===== src/erpp_pkg.sv =====
package erpp_pkg;

	localparam logic [7:0]  SYNC_BYTE = 8'hFF;
	localparam logic [7:0]  LEN_MARK  = 8'h0C;
	localparam logic [3:0]  BODY_OFF  = 4'd3;
	localparam logic [3:0]  LAST_OFF  = 4'd14;

	localparam logic [15:0] CPR_RESET = 16'd3126;
	localparam logic [7:0]  ID_RESET  = 8'd1;

	localparam int CFG_IDX_W = 8;
	localparam int CFG_DAT_W = 16;
	localparam logic [CFG_IDX_W-1:0] REG_CPR = 8'd0;
	localparam logic [CFG_IDX_W-1:0] REG_ID  = 8'd1;

	localparam int MID_DEPTH_DEF = 2;
	localparam int OUT_DEPTH_DEF = 4;

	localparam int TICKS_W = 33;

	typedef enum logic [2:0] {
		ST_HUNT = 3'd0,
		ST_FF1  = 3'd1,
		ST_FF2  = 3'd2,
		ST_ID   = 3'd3,
		ST_BODY = 3'd4
	} phase_t;

	typedef struct packed {
		logic        pos_sign;
		logic [15:0] rounds;
		logic [15:0] position;
	} wheel_t;

	typedef struct packed {
		wheel_t left;
		wheel_t right;
	} pkt_t;

	typedef struct packed {
		logic signed [TICKS_W-1:0] left;
		logic signed [TICKS_W-1:0] right;
	} ticks_t;

	// queue status, seen by the side that fills it (full) and the side that drains it (empty)
	typedef struct packed {
		logic empty;
		logic full;
	} q_stat_t;

endpackage


===== src/encoder_reply_packet_parser.sv =====
// Path: a packet goes from the packet queue through the multiply stage and the
// add/negate stage into the result queue, and waits while that queue lacks room.
// Throughput: one byte per cycle while full is low; full rises only when the
// output side has stalled and the packet queue holds MID_DEPTH packets.
// Reset: arst_n clears the hunt state and all queues; counts_per_round to 3126,
// device_id to 1.
module encoder_reply_packet_parser import erpp_pkg::*; #(
	parameter int MID_DEPTH = MID_DEPTH_DEF,
	parameter int OUT_DEPTH = OUT_DEPTH_DEF
) (
	input  logic                        clk,
	input  logic                        arst_n,
	input  logic                        push,
	output logic                        full,
	input  logic [7:0]                  rx_byte,
	output logic                        empty,
	input  logic                        pop,
	output logic signed [TICKS_W-1:0]   left_ticks,
	output logic signed [TICKS_W-1:0]   right_ticks,
	input  logic                        cfg_valid,
	output logic                        cfg_ready,
	input  logic [CFG_IDX_W-1:0]        cfg_index,
	input  logic [CFG_DAT_W-1:0]        cfg_data
);

	logic [15:0]                  cpr_q;
	logic [7:0]                   dev_id_q;
	logic                         accept;
	logic                         pkt_push, pkt_pop;
	pkt_t                         pkt_in, pkt_out;
	q_stat_t                      mid_stat;
	logic [$clog2(MID_DEPTH+1)-1:0] mid_cnt;
	ticks_t                       ticks;

	assign cfg_ready = 1'b1;

	always_ff @(posedge clk or negedge arst_n) begin
		if (!arst_n) begin
			cpr_q    <= CPR_RESET;
			dev_id_q <= ID_RESET;
		end else if (cfg_valid && cfg_ready) begin
			unique case (cfg_index)
				REG_CPR: cpr_q    <= cfg_data;
				REG_ID:  dev_id_q <= cfg_data[7:0];
				default: ;
			endcase
		end
	end

	assign full   = mid_stat.full;
	assign accept = push && !full;

	erpp_front u_front (
		.clk       (clk),
		.arst_n    (arst_n),
		.accept    (accept),
		.rx_byte   (rx_byte),
		.device_id (dev_id_q),
		.pkt_push  (pkt_push),
		.pkt       (pkt_in)
	);

	erpp_fifo #(
		.WIDTH ($bits(pkt_t)),
		.DEPTH (MID_DEPTH)
	) u_mid_q (
		.clk    (clk),
		.arst_n (arst_n),
		.push   (pkt_push),
		.din    (pkt_in),
		.pop    (pkt_pop),
		.dout   (pkt_out),
		.stat   (mid_stat),
		.count  (mid_cnt)
	);

	erpp_back #(
		.OUT_DEPTH (OUT_DEPTH)
	) u_back (
		.clk              (clk),
		.arst_n           (arst_n),
		.counts_per_round (cpr_q),
		.pkt              (pkt_out),
		.mid_stat         (mid_stat),
		.pkt_pop          (pkt_pop),
		.pop              (pop),
		.empty            (empty),
		.ticks            (ticks)
	);

	assign left_ticks  = ticks.left;
	assign right_ticks = ticks.right;

	a_mid_cnt: assert property (@(posedge clk) disable iff (!arst_n)
		pkt_push && !pkt_pop && !mid_stat.full |=> mid_cnt != '0)
		else $error("packet queue lost a request");

endmodule


===== src/erpp_fifo.sv =====
module erpp_fifo import erpp_pkg::*; #(
	parameter int WIDTH = 8,
	parameter int DEPTH = MID_DEPTH_DEF
) (
	input  logic                       clk,
	input  logic                       arst_n,
	input  logic                       push,
	input  logic [WIDTH-1:0]           din,
	input  logic                       pop,
	output logic [WIDTH-1:0]           dout,
	output q_stat_t                    stat,
	output logic [$clog2(DEPTH+1)-1:0] count
);

	localparam int PW = (DEPTH > 1) ? $clog2(DEPTH) : 1;
	localparam int CW = $clog2(DEPTH+1);
	localparam logic [PW-1:0] LAST_PTR = PW'(DEPTH-1);
	localparam logic [CW-1:0] FULL_CNT = CW'(DEPTH);

	logic [WIDTH-1:0] mem_q [DEPTH];
	logic [PW-1:0]    wr_ptr_q, rd_ptr_q;
	logic [CW-1:0]    cnt_q;
	logic             do_push, do_pop;

	assign stat.empty = (cnt_q == '0);
	assign stat.full  = (cnt_q == FULL_CNT);
	assign do_push    = push && !stat.full;
	assign do_pop     = pop && !stat.empty;
	assign dout       = mem_q[rd_ptr_q];
	assign count      = cnt_q;

	always_ff @(posedge clk) begin
		if (do_push) begin
			mem_q[wr_ptr_q] <= din;
		end
	end

	always_ff @(posedge clk or negedge arst_n) begin
		if (!arst_n) begin
			wr_ptr_q <= '0;
			rd_ptr_q <= '0;
			cnt_q    <= '0;
		end else begin
			if (do_push) begin
				wr_ptr_q <= (wr_ptr_q == LAST_PTR) ? '0 : wr_ptr_q + 1'b1;
			end
			if (do_pop) begin
				rd_ptr_q <= (rd_ptr_q == LAST_PTR) ? '0 : rd_ptr_q + 1'b1;
			end
			if (do_push && !do_pop) begin
				cnt_q <= cnt_q + 1'b1;
			end else if (do_pop && !do_push) begin
				cnt_q <= cnt_q - 1'b1;
			end
		end
	end

endmodule


===== src/erpp_front.sv =====
module erpp_front import erpp_pkg::*; (
	input  logic       clk,
	input  logic       arst_n,
	input  logic       accept,
	input  logic [7:0] rx_byte,
	input  logic [7:0] device_id,
	output logic       pkt_push,
	output pkt_t       pkt
);

	phase_t      state_q, state_d;
	logic [3:0]  off_q;
	logic [3:0]  off_inc;
	logic        r_sign_q, l_sign_q;
	logic [15:0] r_rounds_q, r_pos_q, l_rounds_q;
	logic [7:0]  l_pos_hi_q;
	logic        is_sync;

	assign is_sync = (rx_byte == SYNC_BYTE);
	assign off_inc = off_q + 1'b1;

	always_comb begin
		state_d = state_q;
		if (accept) begin
			unique case (state_q)
				ST_FF1: begin
					state_d = is_sync ? ST_FF2 : ST_HUNT;
				end
				ST_FF2: begin
					if (rx_byte == device_id) begin
						state_d = ST_ID;
					end else if (is_sync) begin
						state_d = ST_FF2;
					end else begin
						state_d = ST_HUNT;
					end
				end
				ST_ID: begin
					if (rx_byte == LEN_MARK) begin
						state_d = ST_BODY;
					end else if (is_sync) begin
						// an id of FF leaves FF FF already matched
						state_d = (device_id == SYNC_BYTE) ? ST_FF2 : ST_FF1;
					end else begin
						state_d = ST_HUNT;
					end
				end
				ST_BODY: begin
					state_d = (off_inc >= LAST_OFF) ? ST_HUNT : ST_BODY;
				end
				default: begin
					state_d = is_sync ? ST_FF1 : ST_HUNT;
				end
			endcase
		end
	end

	always_comb begin
		pkt_push                = accept && (state_q == ST_BODY) && (off_inc >= LAST_OFF);
		pkt.left.pos_sign       = l_sign_q;
		pkt.left.rounds         = l_rounds_q;
		pkt.left.position       = {l_pos_hi_q, rx_byte};
		pkt.right.pos_sign      = r_sign_q;
		pkt.right.rounds        = r_rounds_q;
		pkt.right.position      = r_pos_q;
	end

	always_ff @(posedge clk or negedge arst_n) begin
		if (!arst_n) begin
			state_q <= ST_HUNT;
			off_q   <= '0;
		end else begin
			state_q <= state_d;
			if (accept) begin
				if (state_q == ST_ID && rx_byte == LEN_MARK) begin
					off_q <= BODY_OFF;
				end else if (state_q == ST_BODY) begin
					off_q <= pkt_push ? '0 : off_inc;
				end
			end
		end
	end

	// body capture, offsets counted from the first FF
	always_ff @(posedge clk) begin
		if (accept && state_q == ST_BODY) begin
			case (off_inc)
				4'd5:  r_sign_q          <= (rx_byte == 8'd1);
				4'd6:  r_rounds_q[15:8]  <= rx_byte;
				4'd7:  r_rounds_q[7:0]   <= rx_byte;
				4'd8:  r_pos_q[15:8]     <= rx_byte;
				4'd9:  r_pos_q[7:0]      <= rx_byte;
				4'd10: l_sign_q          <= (rx_byte == 8'd1);
				4'd11: l_rounds_q[15:8]  <= rx_byte;
				4'd12: l_rounds_q[7:0]   <= rx_byte;
				4'd13: l_pos_hi_q        <= rx_byte;
				default: ;
			endcase
		end
	end

	a_push_in_body: assert property (@(posedge clk) disable iff (!arst_n)
		pkt_push |-> state_q == ST_BODY && off_q == LAST_OFF - 4'd1)
		else $error("packet pushed outside body end");

	a_off_range: assert property (@(posedge clk) disable iff (!arst_n)
		state_q == ST_BODY |-> off_q >= BODY_OFF && off_q < LAST_OFF)
		else $error("body offset out of range");

endmodule


===== src/erpp_back.sv =====
module erpp_back import erpp_pkg::*; #(
	parameter int OUT_DEPTH = OUT_DEPTH_DEF
) (
	input  logic        clk,
	input  logic        arst_n,
	input  logic [15:0] counts_per_round,
	input  pkt_t        pkt,
	input  q_stat_t     mid_stat,
	output logic        pkt_pop,
	input  logic        pop,
	output logic        empty,
	output ticks_t      ticks
);

	localparam int CW = $clog2(OUT_DEPTH+1);

	logic                      s1_valid_q, s2_valid_q;
	logic [31:0]               l_prod_s1, r_prod_s1;
	logic [15:0]               l_pos_s1, r_pos_s1;
	logic                      l_sign_s1, r_sign_s1;
	ticks_t                    ticks_s2;
	logic [CW-1:0]             out_cnt;
	logic [CW:0]               used;
	q_stat_t                   out_stat;
	logic [32:0]               l_mag, r_mag;
	ticks_t                    ticks_d;

	// room for everything in flight plus the request about to be taken
	assign used    = {1'b0, out_cnt} + (CW+1)'(s1_valid_q) + (CW+1)'(s2_valid_q);
	assign pkt_pop = !mid_stat.empty && (used < (CW+1)'(OUT_DEPTH));

	assign l_mag         = {17'd0, l_pos_s1} + {1'b0, l_prod_s1};
	assign r_mag         = {17'd0, r_pos_s1} + {1'b0, r_prod_s1};
	assign ticks_d.left  = l_sign_s1 ? $signed(l_mag) : -$signed(l_mag);
	assign ticks_d.right = r_sign_s1 ? $signed(r_mag) : -$signed(r_mag);

	always_ff @(posedge clk or negedge arst_n) begin
		if (!arst_n) begin
			s1_valid_q <= 1'b0;
			s2_valid_q <= 1'b0;
		end else begin
			s1_valid_q <= pkt_pop;
			s2_valid_q <= s1_valid_q;
		end
	end

	always_ff @(posedge clk) begin
		if (pkt_pop) begin
			l_prod_s1 <= pkt.left.rounds * counts_per_round;
			r_prod_s1 <= pkt.right.rounds * counts_per_round;
			l_pos_s1  <= pkt.left.position;
			r_pos_s1  <= pkt.right.position;
			l_sign_s1 <= pkt.left.pos_sign;
			r_sign_s1 <= pkt.right.pos_sign;
		end
		if (s1_valid_q) begin
			ticks_s2 <= ticks_d;
		end
	end

	erpp_fifo #(
		.WIDTH ($bits(ticks_t)),
		.DEPTH (OUT_DEPTH)
	) u_out_q (
		.clk    (clk),
		.arst_n (arst_n),
		.push   (s2_valid_q),
		.din    (ticks_s2),
		.pop    (pop),
		.dout   (ticks),
		.stat   (out_stat),
		.count  (out_cnt)
	);

	assign empty = out_stat.empty;

	a_no_overflow: assert property (@(posedge clk) disable iff (!arst_n)
		s2_valid_q |-> !out_stat.full)
		else $error("result queue overflow");

	a_pop_nonempty: assert property (@(posedge clk) disable iff (!arst_n)
		pkt_pop |-> !mid_stat.empty)
		else $error("request taken from empty queue");

endmodule

===== config.mk =====
export PLATFORM = sky130hd
export DESIGN_NAME = encoder_reply_packet_parser
export DESIGN_NICKNAME = d
export VERILOG_FILES = /design/src/erpp_pkg.sv /design/src/encoder_reply_packet_parser.sv /design/src/erpp_fifo.sv /design/src/erpp_front.sv /design/src/erpp_back.sv
export SDC_FILE = /design/constraint.sdc
export NUM_CORES = 2
export LEC_CHECK = 0
export BUFFER_PORTS_ARGS = -buffer_cell sky130_fd_sc_hd__buf_4
export CAP_MARGIN = 40
export CORE_MARGIN = 3
export CORE_UTILIZATION = 45
export DETAILED_ROUTE_END_ITERATION = 6
export MAX_ROUTING_LAYER = met4
export SETUP_SLACK_MARGIN = 0.05
export SYNTH_ARGS = -nofsm -noshare
export SYNTH_HDL_FRONTEND = slang
export SYNTH_SLANG_ARGS = --single-unit

===== constraint.sdc =====
create_clock -name clk -period 14.4 [get_ports clk]
set_input_delay 0.72 -clock clk [delete_from_list [all_inputs] [get_ports clk]]
set_output_delay 0.72 -clock clk [all_outputs]
set_load 0.02 [all_outputs]

Word level (Yosys, flattened, before mapping)
Memories as Yosys holds them, arrays and structs flattened.
Cells that the tools add are included.
- input bits: 37
- memories kept: 2
- RAM bits: 396
- logic and storage cells: 137
- flip-flop bits (word level): 266
- memory list (memory ; depth ; width ; rd ports ; clocked after Yosys merged registers in ; write ports ; line ; source):
    u_back.u_out_q.mem_q ; 4 ; 66 ; 1 ; 0 ; 1 ; erpp_fifo.sv:20 ; logic [WIDTH-1:0] mem_q [DEPTH];
    u_mid_q.mem_q ; 2 ; 66 ; 1 ; 0 ; 1 ; erpp_fifo.sv:20 ;
- $lt $le $gt $ge: 2
- multiplexer cells: 25
- add/sub/neg operators: 15
- eq/ne operators: 23
- reductions and logical operators: 39
- multipliers: 2
- operators by type and width (kind ; count):
    adder 16 x 32 -> 33 bit ; 2
    two-way mux 33 bit ; 2
    negation 33 bit ; 2
    multiplier 16 x 16 -> 32 bit ; 2
    == test 4 bit (second input constant) ; 6
    AND reduction 2 bit ; 12
    two-way mux 3 bit ; 6
    == test 8 x 1 -> 1 bit (second input constant) ; 2
    == test 8 bit (second input constant) ; 2
    logical AND 1 bit ; 13
    == test 4 x 3 -> 1 bit (second input constant) ; 3
    two-way mux 2 bit ; 6
    two-way mux 4 bit ; 3
    one-hot mux 3 bit (4 select lines) ; 1
    == test 8 x 4 -> 1 bit (second input constant) ; 1
    == test 8 bit ; 1
    zero test 1 bit ; 8
    zero test 8 bit ; 1
    two-way mux 1 bit ; 7
    adder 2 x 1 -> 2 bit (second input constant) ; 3
    == test 2 bit (second input constant) ; 3
    == test 3 x 2 -> 1 bit (second input constant) ; 2
    == test 3 bit (second input constant) ; 2
    nonzero test 2 bit ; 3
    other kinds (12) ; 13

Depth between registers and ports, before layout
- depth after elaboration: 10
- gate-level depth with buffers: 27

By module
From an unflattened synthesis, not the netlist that was laid out.
- cell total of the unflattened synthesis: 3581
- area total of the unflattened synthesis: 44868.0 um2
- modules (own cells, without submodules) (module ; times used ; cells each ; area an instance (um2) ; sequential area each (um2)):
    erpp_back ; 1 ; 2749 ; 26196.4 ; 4974.8
    erpp_fifo (u_back.u_out_q) ; 1 ; 382 ; 9984.6 ; 8102.8
    erpp_fifo (u_mid_q) ; 1 ; 224 ; 5072.4 ; 4063.9
    erpp_front ; 1 ; 168 ; 2621.3 ; 1916.8
    encoder_reply_packet_parser ; 1 ; 58 ; 993.5 ; 609.3

Worst setup path before layout
Ideal clock, no wire load.
- path kind: register to register
- start point: register u_back.s1_valid_q
- end point: register u_mid_q.cnt_q[1], in the netlist u_mid_q.count[1]
- stages on the path, launching flop included: 8
- path slack: 4.244 ns
- arrival time: 10.077 ns
- path buffers: 0
- cells stage by stage: dfrtp_1 a21o_1 a211oi_1 inv_1 ha_1 xor2_1 nor2_1 xor2_1
- longest elaborated chain between the ends: 8
- ends and longest elaborated chain (item ; line ; source):
    from (decl) ; erpp_back.sv:17 ; logic s1_valid_q, s2_valid_q;
    from (signal assigned) ; erpp_back.sv:42 ; s1_valid_q <= pkt_pop;
    adder 3 x 1 -> 4 bit (*) ; erpp_back.sv:29 ; assign used = {1'b0, out_cnt} + (CW+1)'(s1_valid_q) + (CW+1)'(s2_valid_q);
    adder 4 x 1 -> 4 bit (*) ; erpp_back.sv:29 ;
    less-than comparator 4 x 3 -> 1 bit (*) ; erpp_back.sv:30 ; assign pkt_pop = !mid_stat.empty && (used < (CW+1)'(OUT_DEPTH));
    logical AND 1 bit (*) ; erpp_back.sv:30 ;
    via pkt_pop ; encoder_reply_packet_parser.sv:29 ; logic pkt_push, pkt_pop;
    logical AND 1 bit (*) ; erpp_fifo.sv:28 ; assign do_pop = pop && !stat.empty;
    zero test 1 bit ; erpp_fifo.sv:50 ; if (do_push && !do_pop) begin
    logical AND 1 bit ; erpp_fifo.sv:50 ;
    two-way mux 2 bit or nonzero test 2 bit (tied branches) ; - ;
    to (signal assigned) ; erpp_fifo.sv:51 ; cnt_q <= cnt_q + 1'b1;
    to (signal assigned) ; erpp_fifo.sv:53 ; cnt_q <= cnt_q - 1'b1;
    to (decl) ; erpp_fifo.sv:22 ; logic [CW-1:0] cnt_q;
Mark *: on every way through the listed nets, which the timed path passes. The rest lies on a longest branch.
A chain may end at the register's enable or synchronous reset.

Worst setup path in the final report
- start point: register u_mid_q.rd_ptr_q
- end point: register u_back.l_prod_s1[31] (data pin)
- longest elaborated chain between the ends: 2
- ends and longest elaborated chain (item ; line ; source):
    from (decl) ; erpp_fifo.sv:21 ; logic [PW-1:0] wr_ptr_q, rd_ptr_q;
    from (signal assigned) ; erpp_fifo.sv:48 ; rd_ptr_q <= (rd_ptr_q == LAST_PTR) ? '0 : rd_ptr_q + 1'b1;
    memory (2 x 66 bit) ; - ;
    multiplier 16 x 16 -> 32 bit ; erpp_back.sv:49 ; l_prod_s1 <= pkt.left.rounds * counts_per_round;
    to (signal assigned) ; erpp_back.sv:49 ;
    to (decl) ; erpp_back.sv:18 ; logic [31:0] l_prod_s1, r_prod_s1;
No other way between the ends.

==> results.yml <==
status:
  status: "complete, no violations"
setup_path:
  path_cells: "mux2_2 -> and2_1 -> fa_1 -> inv_1 -> fa_1 -> fa_1 -> inv_1 -> fa_1 -> fa_1 -> inv_1 -> fa_1 -> inv_1 -> ha_1 -> a21o_1 -> a21o_1 -> a21oi_1 -> o21a_1 -> a31oi_1 -> o31a_1 -> o41ai_1 -> o21ai_0 -> a21oi_1 -> xnor2_1"
  critPathKind: "reg2reg"
  critPathMaxStageDelay_ps: 900
  worst_setup_path_end_kind: "register"
  worst_path_most_repeated_cell: "fa_1"
  critPathTopFamily: "adder cells"
  cp.required_ps: 14760
  start_kind: "register"
  cp_slowest_cell: "dfrtp_2"
  worstPathArrival_ps: 7810
  path_buf_inv: 4
  path_max_fanout: 33
synthesis:
  synth-async-reset-ratio_pct: 6.65
  synth-compound-area-share_pct: 5.87
  synth_largest_area_cell: "edfxtp_1"
  synthAdderAreaFrac_pct: 24.9
  synthesis.nets: 4213
  synth-warning-count: 0
  muxShareOfSynthArea_pct: 5.80
  synth_edf_count: 618
  ys_seq_area_share_pct: 44.4
  netlist-cell-type-count: 89
  synth_top_family_by_area: "adder cells"
  synth_xor_area_share_pct: 3.62
  synth_ff_type: "edfxtp_1"
  synth-simple-area-share_pct: 10.0
  avgSynthCellArea_sq_um: 12.5
  syn_inst: 3530
  synth_area_leaders: "edfxtp_1, fa_1, ha_1, inv_1, and2_1"
  synth.most_common_cell: "edfxtp_1"
  synth_area_sq_um: 44300
  ys_seq_elements: 662
  synth_top_area_share_pct: 41.9
  synthTopCellsByCount: "edfxtp_1, inv_1, fa_1, nand2_1, ha_1"
timing:
  tightest_slew_ps: 899
  slew_violations: 0
  fin_crit_sh_pct: 51.7
  final_hold_viol_count: 0
  finalSetupViolations: 0
  whs_ps: 116
  period_minus_slack_ps: 7450
  max-slew-margin-rel_pct: 40.0
  timing.fmax_mhz: 134
  skew_ps: 35.3
  setup_tns_ps: 0
  rsz0062_at_grt: "false"
  setup_slack_ps: 6950
clocking:
  cts_setup_buffers: 0
  clock_latency_ps: 640
  cts-root-buf: "clkbuf_16"
  cts-hold-fix-buffers: 0
  cts_buffer_depth: 3
  ctsResizeCount: 0
  clkTransAtPathRegs_ps: 60
  cts_inserted_buffers: 71
  cts_tree: "done"
  clock_sinks: 662
  h-tree-depth: 3
power:
  p_leak_nw: 20.1
  ir_drop_mv: 0.109
  p_per_area_nw_per_um2: 174
  finalPower_mw: 8.47
routing:
  totalWireLength_um: 93700
  wire_per_inst_um: 19.0
  drt_pass1_iterations: 5
  drc: 0
  ant_nets: 0
  vias_per_cell: 5.23
  dr_total_vias: 25800
  drt-initial-drc-count: 1734
floorplan:
  rows: 114
  coreArea_sq_um: 97100
  die_y_um: 320
  die_area_sq_um: 102000
  initial_core_util_pct: 45.6
  die_x_um: 320
  ios: 106
place:
  io_buffer_count: 104
  pre_cts_slack_ps: 6950
  gp_congestion: 0.865
  hpwl_um: 66600
layout:
  drive_gt1_share_pct: 12.3
  area_delta_synth_final_pct: 10.1
  nets: 4291
  num_antenna_cells: 0
global_route:
  globalRouteTotalUtil_pct: 19.4
  grt_overflow: 0
  grt_pass1_vias: 26900
  grt_first_pass_wirelength_um: 153000
  grt_max_degree: 66
  antenna_found_initial: 3
min_path:
  min_path_type: "in2async"
job:
  maxCapViolations: 0
-- registers in the layout, summed over array words and instances, names as in the netlist, 2 cells and up --
| signal | flops |
|---|---|
| u_back.u_out_q.mem_q | 264 |
| u_mid_q.count | 2 |
| u_front.r_pos_q | 16 |
| u_front.l_pos_hi_q | 8 |
| dev_id_q | 8 |
| u_back.ticks_s2 | 66 |
| u_front.l_rounds_q | 16 |
| u_back.l_prod_s1 | 32 |
| u_back.l_pos_s1 | 16 |
| cpr_q | 16 |
| u_back.r_pos_s1 | 16 |
| u_front.r_rounds_q | 16 |
| u_back.u_out_q.count | 3 |
| u_back.u_out_q.rd_ptr_q | 2 |
| u_front.state_q | 3 |
| u_back.r_prod_s1 | 32 |
| u_mid_q.mem_q | 132 |
| u_back.u_out_q.wr_ptr_q | 2 |
| u_front.off_q | 4 |
-- metrics by stage --
| stage | cells | cell area, sq um | util [%] |
|---|---|---|---|
| 2_1_floorplan | 3530 | 44300 | - |
| 3_3_place_gp | 4801 | 46300 | 47.7 |
| 3_5_place_dp | 4811 | 46500 | 47.9 |
| 4_1_cts | 4939 | 48700 | 50.2 |
| 5_1_grt | 4939 | 48700 | 50.2 |
| 6_report | 4939 | 48700 | 50.2 |
-- per-layer routing --
metal / up-vias / GRT usage, % / part of all wire [%]
li1: 12200 / - / -
met1: 12900 / 28.4 / 49
met2: 586 / 29.2 / 44
met3: 99 / 2.74 / 5.1
met4: 0 / 4.11 / 1.5
met5: - / - / 0
-- power by group --
| group | switching, mW | internal [mW] | total [mW] | leakage, nW |
|---|---|---|---|---|
| clock network | 0.742 | 1.00 | 1.74 | 1.08 |
| registers | 0.314 | 2.86 | 3.18 | 6.24 |
| logic | 2.11 | 1.44 | 3.55 | 12.8 |
| total | 3.17 | 5.31 | 8.47 | 20.1 |
-- final timing paths --
kind	startpoint	end	slack (ps)	depth (start not counted)
max in group asynchronous	arst_n	u_back.u_out_q.rd_ptr_q[0]$_DFFE_PN0P_	13760	1
min	arst_n	dev_id_q[3]$_DFFE_PN0P_	120	1
min in group clk	cfg_data[0]	dev_id_q[0]$_DFFE_PN1P_	320	2
max	u_mid_q.rd_ptr_q$_DFFE_PN0P_	u_back.l_prod_s1[31]$_DFFE_PP_	6950	23
min reg2reg	u_front.r_rounds_q[10]$_DFFE_PP_	u_mid_q.mem_q[1][26]$_DFFE_PP_	440	0
max reg2reg	u_mid_q.rd_ptr_q$_DFFE_PN0P_	u_back.l_prod_s1[31]$_DFFE_PP_	6950	23
-- cells by family after synthesis --
group	Yosys count
xor gates and xnor gates	183
and+or+nand+nor	870
AOI/OAI and AO/OA	379
other	1
muxes	162
DFF	662
adders and majority gates	646
buffers and inverters	627
-- area by class of cell --
cell class                 instances  area, sq um
fill                            8457        48400
tap                             1276         1600
clock buffer                      88         1860
inverter                         492         1850
timing repair buffer             140         1160
clock inverter                    40          358
multi-input combinational       2241        22200
sequential                       662        19700
-- layout by cell type (no fill, tap or decap), drive strengths merged, types with 66 or more instances in the layout --
cell    instances
edfxtp        618
inv           498
fa            391
nand2         330
ha            255
and2          254
buf           139
xnor2         118
a21oi         101
mux2           94
nor2           90
clkbuf         88
mux4           66
(Power assumes the default switching activity.)
